### src/rtl/core/crcfr_pkg.sv
// ----------------------------------------------------------------------------
// crcfr_pkg
// Shared types, constants and the CRC-16 byte update for the frame checker.
// ----------------------------------------------------------------------------
package crcfr_pkg;

    localparam int          MAX_PAYLOAD_DEF = 32;
    localparam int          HDR_LEN         = 11;
    localparam int          MIN_LEN         = 13;
    localparam logic [5:0]  COUNT_MAX       = 6'd63;
    localparam logic [15:0] CRC_INIT        = 16'hFFFF;
    localparam logic [15:0] CRC_POLY        = 16'h1021;
    localparam int          PADDR_W         = 3;

    // register select bit of paddr
    localparam logic REG_PREAMBLE = 1'b0;
    localparam logic REG_VERSION  = 1'b1;

    typedef enum logic [2:0] {
        ST_OK        = 3'd0,
        ST_SHORT     = 3'd1,
        ST_BAD_HDR   = 3'd2,
        ST_BAD_LEN   = 3'd3,
        ST_BAD_CRC   = 3'd4
    } t_status;

    typedef struct packed {
        t_status     status;
        logic [7:0]  msg_class;
        logic [7:0]  node_class;
        logic [15:0] source_node;
        logic [15:0] dest_node;
        logic [7:0]  frame_flags;
        logic [7:0]  seq_number;
        logic [5:0]  body_length;
        logic [15:0] received_crc;
    } t_desc;

    typedef struct packed {
        t_status     status;
        logic        is_payload;
        logic [7:0]  msg_class;
        logic [7:0]  node_class;
        logic [15:0] source_node;
        logic [15:0] dest_node;
        logic [7:0]  frame_flags;
        logic [7:0]  seq_number;
        logic [5:0]  body_length;
        logic [15:0] received_crc;
        logic [7:0]  payload_byte;
        logic        last_result;
    } t_result;

    // crc-16, msb first, one byte
    function automatic logic [15:0] crc_feed(input logic [15:0] crc, input logic [7:0] b);
        logic [15:0] c;
        c = crc ^ {b, 8'h00};
        for (int k = 0; k < 8; k++) begin
            if (c[15]) begin
                c = {c[14:0], 1'b0} ^ CRC_POLY;
            end else begin
                c = {c[14:0], 1'b0};
            end
        end
        return c;
    endfunction

endpackage

### src/rtl/core/crcfr_front.sv
// ----------------------------------------------------------------------------
// crcfr_front
// Takes frame bytes, runs the delayed crc, keeps the header and classifies
// each frame at its end into a descriptor for the result queue.
// ----------------------------------------------------------------------------
module crcfr_front
    import crcfr_pkg::*;
#(
    parameter int MAX_PAYLOAD = MAX_PAYLOAD_DEF,
    parameter int PAY_DEPTH   = MAX_PAYLOAD + 2,
    parameter int PAW         = $clog2(PAY_DEPTH)
) (
    input  logic           i_clk,
    input  logic           i_rst_n,
    input  logic           i_in_valid,
    output logic           o_in_stall,
    input  logic [7:0]     i_rx_byte,
    input  logic           i_frame_end,
    input  logic [7:0]     i_exp_preamble,
    input  logic [7:0]     i_exp_version,
    output logic           o_push,
    output t_desc          o_desc,
    input  logic           i_q_full,
    input  logic           i_drain_done,
    output logic           o_wr_en,
    output logic [PAW-1:0] o_wr_addr,
    output logic [7:0]     o_wr_data
);

    logic [5:0]  r_count, n_count;
    logic [15:0] r_crc, n_crc;
    logic [7:0]  r_dly0, n_dly0;
    logic [7:0]  r_dly1, n_dly1;
    logic [7:0]  r_hdr [HDR_LEN];
    logic        r_lock, n_lock;

    logic        accept;
    logic        in_payload;
    logic [5:0]  pay_off;
    logic [15:0] fed_crc;
    logic [15:0] rcrc;
    logic [5:0]  len;
    logic [7:0]  plen;
    t_status     status;

    assign in_payload = (r_count >= 6'(HDR_LEN));
    assign o_in_stall = (r_lock && in_payload) || i_q_full;
    assign accept     = i_in_valid && !o_in_stall;
    assign pay_off    = r_count - 6'(HDR_LEN);

    assign o_wr_en   = accept && in_payload && (7'(pay_off) < 7'(PAY_DEPTH));
    assign o_wr_addr = PAW'(pay_off);
    assign o_wr_data = i_rx_byte;

    // byte two places back enters the crc
    assign fed_crc = (r_count >= 6'd2) ? crc_feed(r_crc, r_dly0) : r_crc;
    assign rcrc    = {r_dly1, i_rx_byte};
    assign len     = (r_count < COUNT_MAX) ? r_count + 6'd1 : r_count;
    assign plen    = r_hdr[10];

    always_comb begin
        if (len < 6'(MIN_LEN)) begin
            status = ST_SHORT;
        end else if (r_hdr[0] != i_exp_preamble || r_hdr[1] != i_exp_version) begin
            status = ST_BAD_HDR;
        end else if (plen > 8'(MAX_PAYLOAD)
                     || {3'b000, len} != {1'b0, plen} + 9'(MIN_LEN)) begin
            status = ST_BAD_LEN;
        end else if (fed_crc != rcrc) begin
            status = ST_BAD_CRC;
        end else begin
            status = ST_OK;
        end
    end

    always_comb begin
        o_desc.status       = status;
        o_desc.msg_class    = r_hdr[2];
        o_desc.node_class   = r_hdr[3];
        o_desc.source_node  = {r_hdr[4], r_hdr[5]};
        o_desc.dest_node    = {r_hdr[6], r_hdr[7]};
        o_desc.frame_flags  = r_hdr[8];
        o_desc.seq_number   = r_hdr[9];
        o_desc.body_length  = plen[5:0];
        o_desc.received_crc = rcrc;
    end

    assign o_push = accept && i_frame_end;

    always_comb begin
        n_count = r_count;
        n_crc   = r_crc;
        n_dly0  = r_dly0;
        n_dly1  = r_dly1;
        n_lock  = r_lock;
        if (i_drain_done) begin
            n_lock = 1'b0;
        end
        if (accept) begin
            if (i_frame_end) begin
                n_count = '0;
                n_crc   = CRC_INIT;
                n_dly0  = '0;
                n_dly1  = '0;
                // payload store stays owned by the drain until it finishes
                if (status == ST_OK && plen != 8'd0) begin
                    n_lock = 1'b1;
                end
            end else begin
                n_count = len;
                n_crc   = fed_crc;
                n_dly0  = r_dly1;
                n_dly1  = i_rx_byte;
            end
        end
    end

    always_ff @(posedge i_clk) begin
        if (!i_rst_n) begin
            r_count <= '0;
            r_crc   <= CRC_INIT;
            r_dly0  <= '0;
            r_dly1  <= '0;
            r_lock  <= 1'b0;
        end else begin
            r_count <= n_count;
            r_crc   <= n_crc;
            r_dly0  <= n_dly0;
            r_dly1  <= n_dly1;
            r_lock  <= n_lock;
        end
    end

    always_ff @(posedge i_clk) begin
        for (int i = 0; i < HDR_LEN; i++) begin
            if (accept && r_count == 6'(i)) begin
                r_hdr[i] <= i_rx_byte;
            end
        end
    end

endmodule

### config.mk
export PLATFORM = sky130hd
export DESIGN_NAME = crcfr_front
export DESIGN_NICKNAME = d
export VERILOG_FILES = /design/src/rtl/core/crcfr_pkg.sv /design/src/rtl/core/crcfr_front.sv
export SDC_FILE = /design/constraint.sdc
export NUM_CORES = 1
export LEC_CHECK = 0
export ABC_AREA = 1
export BUFFER_PORTS_ARGS = -buffer_cell sky130_fd_sc_hd__clkbuf_2
export CORE_MARGIN = 3
export CORE_UTILIZATION = 25
export CTS_CLUSTER_DIAMETER = 200
export DETAILED_ROUTE_END_ITERATION = 16
export GPL_TIMING_DRIVEN = 0
export SLEW_MARGIN = 15
export SYNTH_ARGS = -nofsm -noshare
export SYNTH_HDL_FRONTEND = slang
export SYNTH_SLANG_ARGS = --single-unit
export TNS_END_PERCENT = 10
### constraint.sdc
create_clock -name i_clk -period 2.9 [get_ports i_clk]
set_input_delay 0.145 -clock i_clk [delete_from_list [all_inputs] [get_ports i_clk]]
set_output_delay 0.145 -clock i_clk [all_outputs]
set_load 0.02 [all_outputs]
==> results.sh, run 1 <==
export IMPL_nets=874
export IMPL_p_per_area_nw_per_um2=538
export IMPL_num_antenna_cells=0
export IMPL_synth_largest_area_cell="edfxtp_1"
export IMPL_synthTopCellsByArea="edfxtp_1, nand2_1, dfxtp_1"
export IMPL_holdWs_ps=69.9
export IMPL_grt_pass1_vias=4990
export IMPL_fin_crit_sh=0.966
export IMPL_synth_most_common_cell="nand2_1"
export IMPL_syn_nets=713
export IMPL_p_seq_frac=0.462
export IMPL_timing_fmax_mhz=357
export IMPL_synthCells=677
export IMPL_synthFlopType="edfxtp_1"
export IMPL_synth_commonest_cells="nand2_1, edfxtp_1, inv_1"
export IMPL_drtPass1Iterations=5
export IMPL_clk_path_buf_depth=2
export IMPL_p_sw_mw=1.10
export IMPL_max_stage_delay_ps=390
export IMPL_internal_power_mw=3.18
export IMPL_ys_seq_elements=127
export IMPL_drtIter0Drc=423
export IMPL_slowest_stage="dfxtp_4"
export IMPL_hpwl_microns=12800
export IMPL_worstPathRequired_ps=2760
export IMPL_hold_viol_final=0
export IMPL_gp_congestion=0.857
export IMPL_finalSetupViolations=0
export IMPL_grt_pass1_wl_microns=27000
export IMPL_rows=56
export IMPL_antenna_found_initial=0
export IMPL_cts_root_buf="clkbuf_16"
export IMPL_crit_type="reg2out"
export IMPL_swShare=0.257
export IMPL_synth_edf_count=88
export IMPL_combPwrFrac=0.080
export IMPL_total_leakage_power_nw=3.53
export IMPL_drv_cap=0
export IMPL_cts_sinks=127
export IMPL_h_tree_depth=4
export IMPL_grt_ovfl_total=0
export IMPL_vias=5110
export IMPL_synth_top_area_share=0.431
export IMPL_worst_slew_pin_slew_ps=773
export IMPL_clk_pin_slew_ps=60
export IMPL_critPathLaunchType="flop"
export IMPL_drc=0
export IMPL_period_needed_ps=2800
export IMPL_synth_cell_type_count=35
export IMPL_vias_per_cell=4.37
export IMPL_cp_end_kind="output pin"
export IMPL_fp_dieW_microns=163
export IMPL_num_io_pins=136
export IMPL_syn_cell_area_sq_um=6140
export IMPL_die_area_sq_um=26500
export IMPL_coreArea_sq_um=23800
export IMPL_rsz0062_at_grt="true"
export IMPL_slew_headroom=0.482
export IMPL_skew_ps=8.80
export IMPL_slew_violations=0
export IMPL_clock_latency_ps=410
export IMPL_fin_ws_ps=97.3
export IMPL_cts_inserted_buffers=17
export IMPL_yosysSeqAreaShare=0.558
export IMPL_outcome="finished, final reports clean"
export IMPL_port_buffers=135
export IMPL_vdd_drop_max_mv=0.303
export IMPL_syn_area_per_cell_sq_um=9.07
export IMPL_wl_microns=17600
export IMPL_cts_tree="yes"
export IMPL_drive_above_1_share=0.286
export IMPL_start_util=0.258
export IMPL_final_antenna_net_count=0
export IMPL_area_delta_synth_final_pct=29.8
export IMPL_hold_class="in2reg"
export IMPL_grt_max_degree=17
export IMPL_clock_power_share=0.458
export IMPL_grt_use_total=0.134
export IMPL_die_h_microns=163
export IMPL_async_flop_share=0
export IMPL_cp_arrival_ps=2660
export IMPL_cp_common_cell="nand2_1"
export IMPL_synth_warning_count=0
export IMPL_wl_per_cell_microns=15.1
export IMPL_cp_cell_sequence="inv_1 -> ha_2 -> nor2_4 -> nand3_4 -> buf_6 -> nand2_2 -> nand2_1 -> nand2_1 -> nand2_1 -> nor2_1 -> nand2_1 -> inv_1 -> nand2_1 -> nor2_2 -> a21boi_1 -> clkbuf_4"
export IMPL_pre_cts_ws_ps=-293
export IMPL_critPathMaxFanout=10
-- worst max-delay path: cells and delay by family, from the launching register on --
kind / cells / cell delay [ps]
fa+ha+maj: 1 / 230
compound gates: 1 / 100
buf+inv: 4 / 520
flops: 1 / 390
simple gates: 10 / 990
-- power by group through the flow --
| stage | registers, mW | logic [mW] | clock network, mW |
|---|---|---|---|
| floorplan | 2.02 | 0.205 | 0 |
| global placement | 2.02 | 0.333 | 0 |
| detailed placement | 2.02 | 0.337 | 0 |
| CTS | 1.98 | 0.342 | 2.01 |
| global route | 1.98 | 0.384 | 2.09 |
| finish | 1.98 | 0.342 | 1.96 |
-- layer usage --
layer | track usage | vias to the layer above | part of all wire | routed length, microns
li1 | - | 2547 | - | -
met4 | 0.0311 | 0 | 0.0056 | 99
met3 | 0.0328 | 5 | 0.064 | 1130
met5 | 0 | - | 0 | 0
met2 | 0.223 | 160 | 0.46 | 8170
met1 | 0.177 | 2398 | 0.47 | 8220
-- registers in the layout, indices dropped and copies added (netlist names) --
signal and count:
r_hdr 88, r_crc 16, r_dly0 8, r_dly1 8, r_count 6, r_lock 1
-- cells by family after synthesis --
logic type               share of synthesized area
adder cells (fa/ha/maj)                     0.0122
XOR/XNOR                                    0.0271
buffers and inverters                       0.0895
flip-flops                                   0.558
AO/OA/AOI/OAI                               0.0577
AND/OR/NAND/NOR                              0.256
-- final timing paths --
kind                                 start           to  slack, ps  depth (start not counted)
worst max-delay path            r_count[0]   o_desc[88]        100                         16
worst min-delay path               i_rst_n       r_lock         70                          3
worst max register to register  r_count[0]  r_hdr[2][7]        130                         10
worst min register to register      r_lock       r_lock        470                          2
-- through the flow --
| step | power (mW) | instances | instance area (sq um) | utilization | setup TNS, ps |
|---|---|---|---|---|---|
| CTS | 4.34 | 1167 | 7850 | 0.330 | -2170 |
| global placement | 2.35 | 1131 | 7210 | 0.303 | -28960 |
| floorplan | 2.22 | 677 | 6140 | - | 0 |
| detailed placement | 2.36 | 1132 | 7260 | 0.305 | -7990 |
| global route | 4.46 | 1170 | 7970 | 0.334 | -3350 |
| finish | 4.28 | 1170 | 7970 | 0.334 | 0 |
-- repair_timing --
item                                    4_1_cts  5_1_grt
buffers inserted                              2        3
endpoints found under the hold margin         1        0
hold buffers                                  1        0
gates resized for setup                      12       16
pin swaps                                     0        3
endpoints found under the setup margin       66       74
-- area by class of cell --
class	instances	area, sq um
clock inverters	14	109
flip-flops and latches	127	3430
well taps	319	399
fillers	2450	15900
inverters	76	287
plain buffers	39	267
repair buffers	142	774
clock buffers	18	429
multi-input cells	435	2270
-- cells in the final DEF, fill, tap and decap left out, types with 5 or more instances in the layout --
cell type and n:
o211ai_1 13, nor2_1 35, a22oi_1 15, inv_6 5
nor3_2 5, ha_1 5, inv_1 70, buf_4 26
nand2_1 211, clkbuf_1 7, o21ai_0 6, xnor2_1 12
clkbuf_2 133, nand4_1 12, a21oi_1 16, xor2_1 7
buf_2 7, nand2_2 6, nand3b_1 8, nand3_1 54
edfxtp_1 88, dfxtp_1 37, clkbuf_16 17
(Power assumes the default switching activity.)
==> run 2: changes to the inputs <==
SETUP_SLACK_MARGIN = 0.15   (was unset)
==> run 2 against run 1 <==
Worst setup slack better by 45 ps. Routed wire length up 1.5%. Combinational power rose by 4%. Clock skew hardly changed. Fmax up 1.6%. Cell count up 0.51%. Critical path depth unchanged. Power increased by 0.25%. Sequential power barely moved. First-iteration DRC count down 3.5%. Critical endpoint unchanged.
==> results.sh, run 2 (synthesis results as in run 1) <==
export IMPL_combPwrFrac=0.083
export IMPL_cp_common_cell="nand2_2"
export IMPL_die_area_sq_um=26500
export IMPL_critPathLaunchType="flop"
export IMPL_wl_microns=17900
export IMPL_grt_pass1_wl_microns=27100
export IMPL_final_antenna_net_count=0
export IMPL_outcome="finished, final reports clean"
export IMPL_cp_end_kind="output pin"
export IMPL_cts_inserted_buffers=17
export IMPL_total_leakage_power_nw=3.56
export IMPL_n_fill_cell=2441
export IMPL_max_stage_delay_ps=400
export IMPL_clk_path_buf_depth=2
export IMPL_port_buffers=135
export IMPL_drtPass1Iterations=5
export IMPL_fp_dieW_microns=163
export IMPL_vias=5195
export IMPL_worstPathRequired_ps=2760
export IMPL_skew_ps=8.77
export IMPL_area_delta_synth_final_pct=32.5
export IMPL_nets=880
export IMPL_p_sw_mw=1.10
export IMPL_internal_power_mw=3.19
export IMPL_worst_slew_pin_slew_ps=589
export IMPL_drtIter0Drc=408
export IMPL_top_register="r_hdr"
export IMPL_cts_root_buf="clkbuf_16"
export IMPL_critPathLaunch="r_count[0]"
export IMPL_largest_reg_flops=88
export IMPL_critPathMaxFanout=7
export IMPL_worstPathBufferInverterCount=4
export IMPL_vias_per_cell=4.42
export IMPL_final_common_cell="nand2_1"
export IMPL_cts_tree="yes"
export IMPL_clk_pin_slew_ps=60
export IMPL_grt_ovfl_total=0
export IMPL_cp_arrival_ps=2610
export IMPL_drive_above_1_share=0.308
export IMPL_cp_cell_sequence="clkinvlp_4 -> ha_4 -> nor2_4 -> nand3_4 -> buf_6 -> o21ai_2 -> nand2_1 -> nand2_2 -> inv_2 -> nand2_2 -> nand2_2 -> nor2_2 -> nand2_1 -> nor2_2 -> a21boi_2 -> buf_6"
export IMPL_clock_latency_ps=410
export IMPL_fin_ws_ps=142
export IMPL_h_tree_depth=4
export IMPL_grt_pass1_vias=4980
export IMPL_finalSetupViolations=0
export IMPL_grt_max_degree=17
export IMPL_p_seq_frac=0.461
export IMPL_drc=0
export IMPL_rows=56
export IMPL_p_per_area_nw_per_um2=528
export IMPL_reg_top3="r_hdr (88), r_crc (16)"
export IMPL_hpwl_microns=12800
export IMPL_hold_viol_final=0
export IMPL_num_io_pins=136
export IMPL_slowest_stage="dfxtp_4"
export IMPL_hold_start="i_rst_n"
export IMPL_coreArea_sq_um=23800
export IMPL_gp_congestion=0.857
export IMPL_clock_power_share=0.456
export IMPL_cpLargestDelayFamily="simple AND/OR/NAND/NOR gates"
export IMPL_grt_use_total=0.134
export IMPL_utilization=0.341
export IMPL_wl_per_cell_microns=15.2
export IMPL_rsz0062_at_grt="true"
export IMPL_hold_class="in2reg"
export IMPL_slew_headroom=0.608
export IMPL_period_needed_ps=2760
export IMPL_num_antenna_cells=0
export IMPL_holdWs_ps=68.0
export IMPL_tns_ps=0
export IMPL_pre_cts_ws_ps=-293
export IMPL_die_h_microns=163
export IMPL_drv_cap=0
export IMPL_fin_crit_sh=0.951
export IMPL_start_util=0.258
export IMPL_swShare=0.257
export IMPL_cts_sinks=127
export IMPL_timing_fmax_mhz=363
export IMPL_layout_common_cells="nand2_1, clkbuf_2, edfxtp_1"
export IMPL_vdd_drop_max_mv=0.298
export IMPL_crit_type="reg2out"
export IMPL_antenna_found_initial=0
export IMPL_slew_violations=0
export IMPL_rr_startpoint="r_count[0]"
## run 2: cell count changes in the layout (fill, tap and decap cells not counted), sizes merged
cell,delta
buf,+6
clkinvlp,+1
inv,-1
## run 2: cell type report
cell class                      instances  area [sq um]  area share
Multi-Input combinational cell        435          2350       0.289
Clock buffer                           18           429      0.0528
Buffer                                 39           283      0.0348
Inverter                               76           299      0.0368
Timing Repair Buffer                  148           830       0.102
Sequential cell                       127          3430       0.422
Clock inverter                         14           109      0.0134
Tap cell                              319           399      0.0491
## run 2: power by group through the flow
stage | Combinational [mW] | Sequential, mW | Clock, mW
after floorplan | 0.205 | 2.02 | 0
after global placement | 0.333 | 2.02 | 0
after detailed placement | 0.337 | 2.02 | 0
after CTS | 0.346 | 1.98 | 2.01
after global routing | 0.398 | 1.98 | 2.09
final | 0.357 | 1.98 | 1.96
## run 2: path summary, 6_finish.rpt
path	cells after the start	end	slack, ps
worst max-delay path	16	o_desc[88]	140
worst min-delay path	3	r_dly0[7]	70
worst max register to register	12	r_hdr[9][5]	320
worst min register to register	2	r_lock	480
## run 2: what timing repair did
action / 4_1_cts / 5_1_grt
gates resized for setup: 25 / 40
pin swaps: 0 / 14
buffers inserted: 2 / 9
hold endpoints to repair: 1 / 0
hold buffers: 1 / 0
setup endpoints to repair: 82 / 89
## run 2: routing by layer
| layer | GRT usage | routed length (microns) | up-vias |
|---|---|---|---|
| met5 | 0 | 0 | - |
| met4 | 0.0311 | 116 | 0 |
| met3 | 0.0328 | 1230 | 7 |
| met2 | 0.223 | 8430 | 176 |
| met1 | 0.178 | 8120 | 2449 |
| li1 | - | - | 2563 |
## run 2: worst reg2reg max path: cells and delay by family, from the launching register on
kind / cells / cell delay (ps)
and+or+nand+nor: 7 / 1110
buffers and inverters: 4 / 620
adders and majority gates: 1 / 190
DFF: 1 / 380
## run 2: through the flow
| stage | total power [mW] | instance area, sq um | std cells |
|---|---|---|---|
| floorplan | 2.22 | 6140 | 677 |
| global placement | 2.35 | 7210 | 1131 |
| finish | 4.29 | 8130 | 1176 |
| detailed placement | 2.36 | 7260 | 1132 |
| global route | 4.48 | 8130 | 1176 |
| CTS | 4.34 | 7910 | 1167 |
==> run 3: changes to the inputs <==
ABC_AREA = unset   (was 1)
CORE_UTILIZATION = 35   (was 25)
==> run 3 against run 2 <==
The run now ends with setup timing left. Sequential power about the same. Die area fell by 28%. Combinational power is 28% lower. Area after synthesis is 0.96% lower. Worst setup slack worse by 450 ps. Count of clock-buffer cells in the layout did not move. Clock skew shrank 1.3 ps. Critical endpoint unchanged.
==> results.sh, run 3 <==
export IMPL_ys_seq_elements=127
export IMPL_internal_power_mw=3.15
export IMPL_hold_class="in2reg"
export IMPL_drive_above_1_share=0.378
export IMPL_total_leakage_power_nw=3.16
export IMPL_grt_max_degree=19
export IMPL_fin_ws_ps=-311
export IMPL_num_antenna_cells=0
export IMPL_synth_top_area_share=0.435
export IMPL_combPwrFrac=0.062
export IMPL_outcome="finished with violations"
export IMPL_critPathMaxFanout=7
export IMPL_synth_warning_count=0
export IMPL_grt_pass1_wl_microns=25400
export IMPL_slew_headroom=0.617
export IMPL_fin_crit_sh=1.11
export IMPL_coreArea_sq_um=16800
export IMPL_drc=0
export IMPL_rsz0062_at_grt="true"
export IMPL_cp_arrival_ps=3070
export IMPL_worstPathRequired_ps=2760
export IMPL_synth_edf_count=88
export IMPL_tns_ps=-1450
export IMPL_h_tree_depth=4
export IMPL_die_area_sq_um=19000
export IMPL_synthFlopType="edfxtp_1"
export IMPL_cts_inserted_buffers=17
export IMPL_finalSetupViolations=33
export IMPL_final_cells=897
export IMPL_final_common_cell="clkbuf_2"
export IMPL_cp_cell_sequence="a211o_1 -> a32o_1 -> o221a_2 -> mux2i_1 -> a31oi_2 -> or4_4 -> o21ba_2 -> clkbuf_8"
export IMPL_critPathLaunchType="flop"
export IMPL_num_io_pins=136
export IMPL_clock_power_share=0.463
export IMPL_async_flop_share=0
export IMPL_dp_cells=850
export IMPL_drtPass1Iterations=5
export IMPL_synth_largest_area_cell="edfxtp_1"
export IMPL_clk_pin_slew_ps=60
export IMPL_p_per_area_nw_per_um2=526
export IMPL_postCtsHoldBufs=0
export IMPL_drv_cap=0
export IMPL_timing_fmax_mhz=311
export IMPL_violations="setup timing"
export IMPL_final_antenna_net_count=0
export IMPL_max_stage_delay_ps=540
export IMPL_skew_ps=7.52
export IMPL_wl_per_cell_microns=18.5
export IMPL_grt_use_total=0.179
export IMPL_synth_most_common_cell="edfxtp_1"
export IMPL_vdd_drop_max_mv=0.404
export IMPL_worst_slew_pin_slew_ps=560
export IMPL_antenna_found_initial=0
export IMPL_p_seq_frac=0.474
export IMPL_placed_area_sq_um=7040
export IMPL_synth_commonest_cells="edfxtp_1, nand2_1, dfxtp_1"
export IMPL_syn_nets=531
export IMPL_wl_microns=16600
export IMPL_cts_tree="yes"
export IMPL_vias=4593
export IMPL_largest_reg_flops=88
export IMPL_area_delta_synth_final_pct=29.3
export IMPL_die_h_microns=138
export IMPL_top_register="r_hdr"
export IMPL_cts_sinks=127
export IMPL_slew_violations=0
export IMPL_p_sw_mw=0.986
export IMPL_syn_cell_area_sq_um=6080
export IMPL_fp_dieW_microns=138
export IMPL_swShare=0.238
export IMPL_clk_path_buf_depth=2
export IMPL_syn_area_per_cell_sq_um=12.3
export IMPL_yosysSeqAreaShare=0.563
export IMPL_synthTopCellsByArea="edfxtp_1, dfxtp_1, xor2_1"
export IMPL_port_buffers=135
export IMPL_rr_startpoint="r_count[1]"
export IMPL_rows=47
export IMPL_n_fill_cell=1581
export IMPL_vias_per_cell=5.12
export IMPL_gp_congestion=0.921
export IMPL_drtIter0Drc=332
export IMPL_synth_cell_type_count=64
export IMPL_pre_cts_ws_ps=-422
export IMPL_fin_area_sq_um=7860
export IMPL_grt_ovfl_total=0
export IMPL_period_needed_ps=3210
export IMPL_hold_start="i_drain_done"
export IMPL_crit_type="reg2out"
export IMPL_clock_latency_ps=420
export IMPL_grt_pass1_vias=4592
export IMPL_cp_end_kind="output pin"
export IMPL_slowest_stage="or4_4"
export IMPL_hold_viol_final=0
export IMPL_layout_common_cells="clkbuf_2, edfxtp_1, nand2_1"
export IMPL_reg_top3="r_hdr (88), r_crc (16)"
export IMPL_nets=700
export IMPL_critPathLaunch="r_hdr[10][2]"
export IMPL_synthCells=495
export IMPL_cts_root_buf="clkbuf_16"
export IMPL_hpwl_microns=11600
export IMPL_start_util=0.361
run 3: cell types whose count changed in the layout (fill, tap and decap cells not counted), moves of 9 or more:
cell      change
a21boi_0     +17
a21oi_1       -9
a22oi_1      -14
and2_1        +9
inv_1        -55
nand2_1     -163
nand3_1      -45
nand3b_1     +12
nor2_1       -18
nor3_4        -9
xnor2_1      +10
xor2_1       +27
run 3: cell type report:
type                    count  area (sq um)  share of cell area
clock buffers              18           429              0.0546
inverters                  13          52.6             0.00669
flip-flops and latches    127          3430               0.437
repair buffers            150           800               0.102
clock inverters            14           109              0.0139
plain buffers              43           285              0.0363
multi-input cells         312          2470               0.315
well taps                 220           275              0.0350
run 3: logic make-up (layout without fill, tap and decap cells):
family | after synthesis | in the layout | synth area share
adder cells (fa/ha/maj) | 6 | 6 | 0.0124
buffers and inverters | 56 | 238 | 0.0527
XOR/XNOR | 69 | 69 | 0.122
multiplexers | 10 | 10 | 0.0169
AND/OR/NAND/NOR | 152 | 152 | 0.138
AO/OA/AOI/OAI | 75 | 75 | 0.0957
flip-flops | 127 | 127 | 0.563
run 3: final timing paths:
path                 end  slack (ps)  depth (start not counted)
max           o_desc[88]        -310                          8
min reg2reg     r_crc[7]         490                          2
min               r_lock          10                          3
max reg2reg  r_hdr[7][3]         -70                          8
run 3: power groups by stage:
stage | Combinational [mW] | Sequential [mW] | Clock (mW)
floorplan | 0.131 | 2.00 | 0
global placement | 0.239 | 2.00 | 0
detailed placement | 0.243 | 2.00 | 0
CTS | 0.259 | 1.96 | 1.96
global route | 0.280 | 1.96 | 2.05
finish | 0.258 | 1.96 | 1.92
run 3: per-stage QoR:
step	util	hold WS (ps)	power, mW
after CTS	0.465	0.276	4.18
after global placement	0.418	444	2.24
after global routing	0.467	11.6	4.29
final	0.467	12.3	4.14
after detailed placement	0.418	443	2.24
after floorplan	-	244	2.13
run 3: what timing repair did:
action / in CTS / in global routing
pin swaps: 7 / 6
buffers inserted: 15 / 0
resized for setup: 33 / 14
endpoints found under the setup margin: 112 / 84
endpoints found under the hold margin: 0 / 0
run 3: metal layers:
metal  share of wire  track usage
met1            0.42        0.226
met2            0.48        0.291
met3           0.071       0.0482
met4           0.030       0.0757
met5               0            0
run 3: critical path, delay by kind of cell, from the launching register on:
family                 cells  cell delay [ps]
AO/OA/AOI/OAI              5             1220
buffers and inverters      1              150
flip-flops                 1              510
multiplexers               1              220
AND/OR/NAND/NOR            1              540
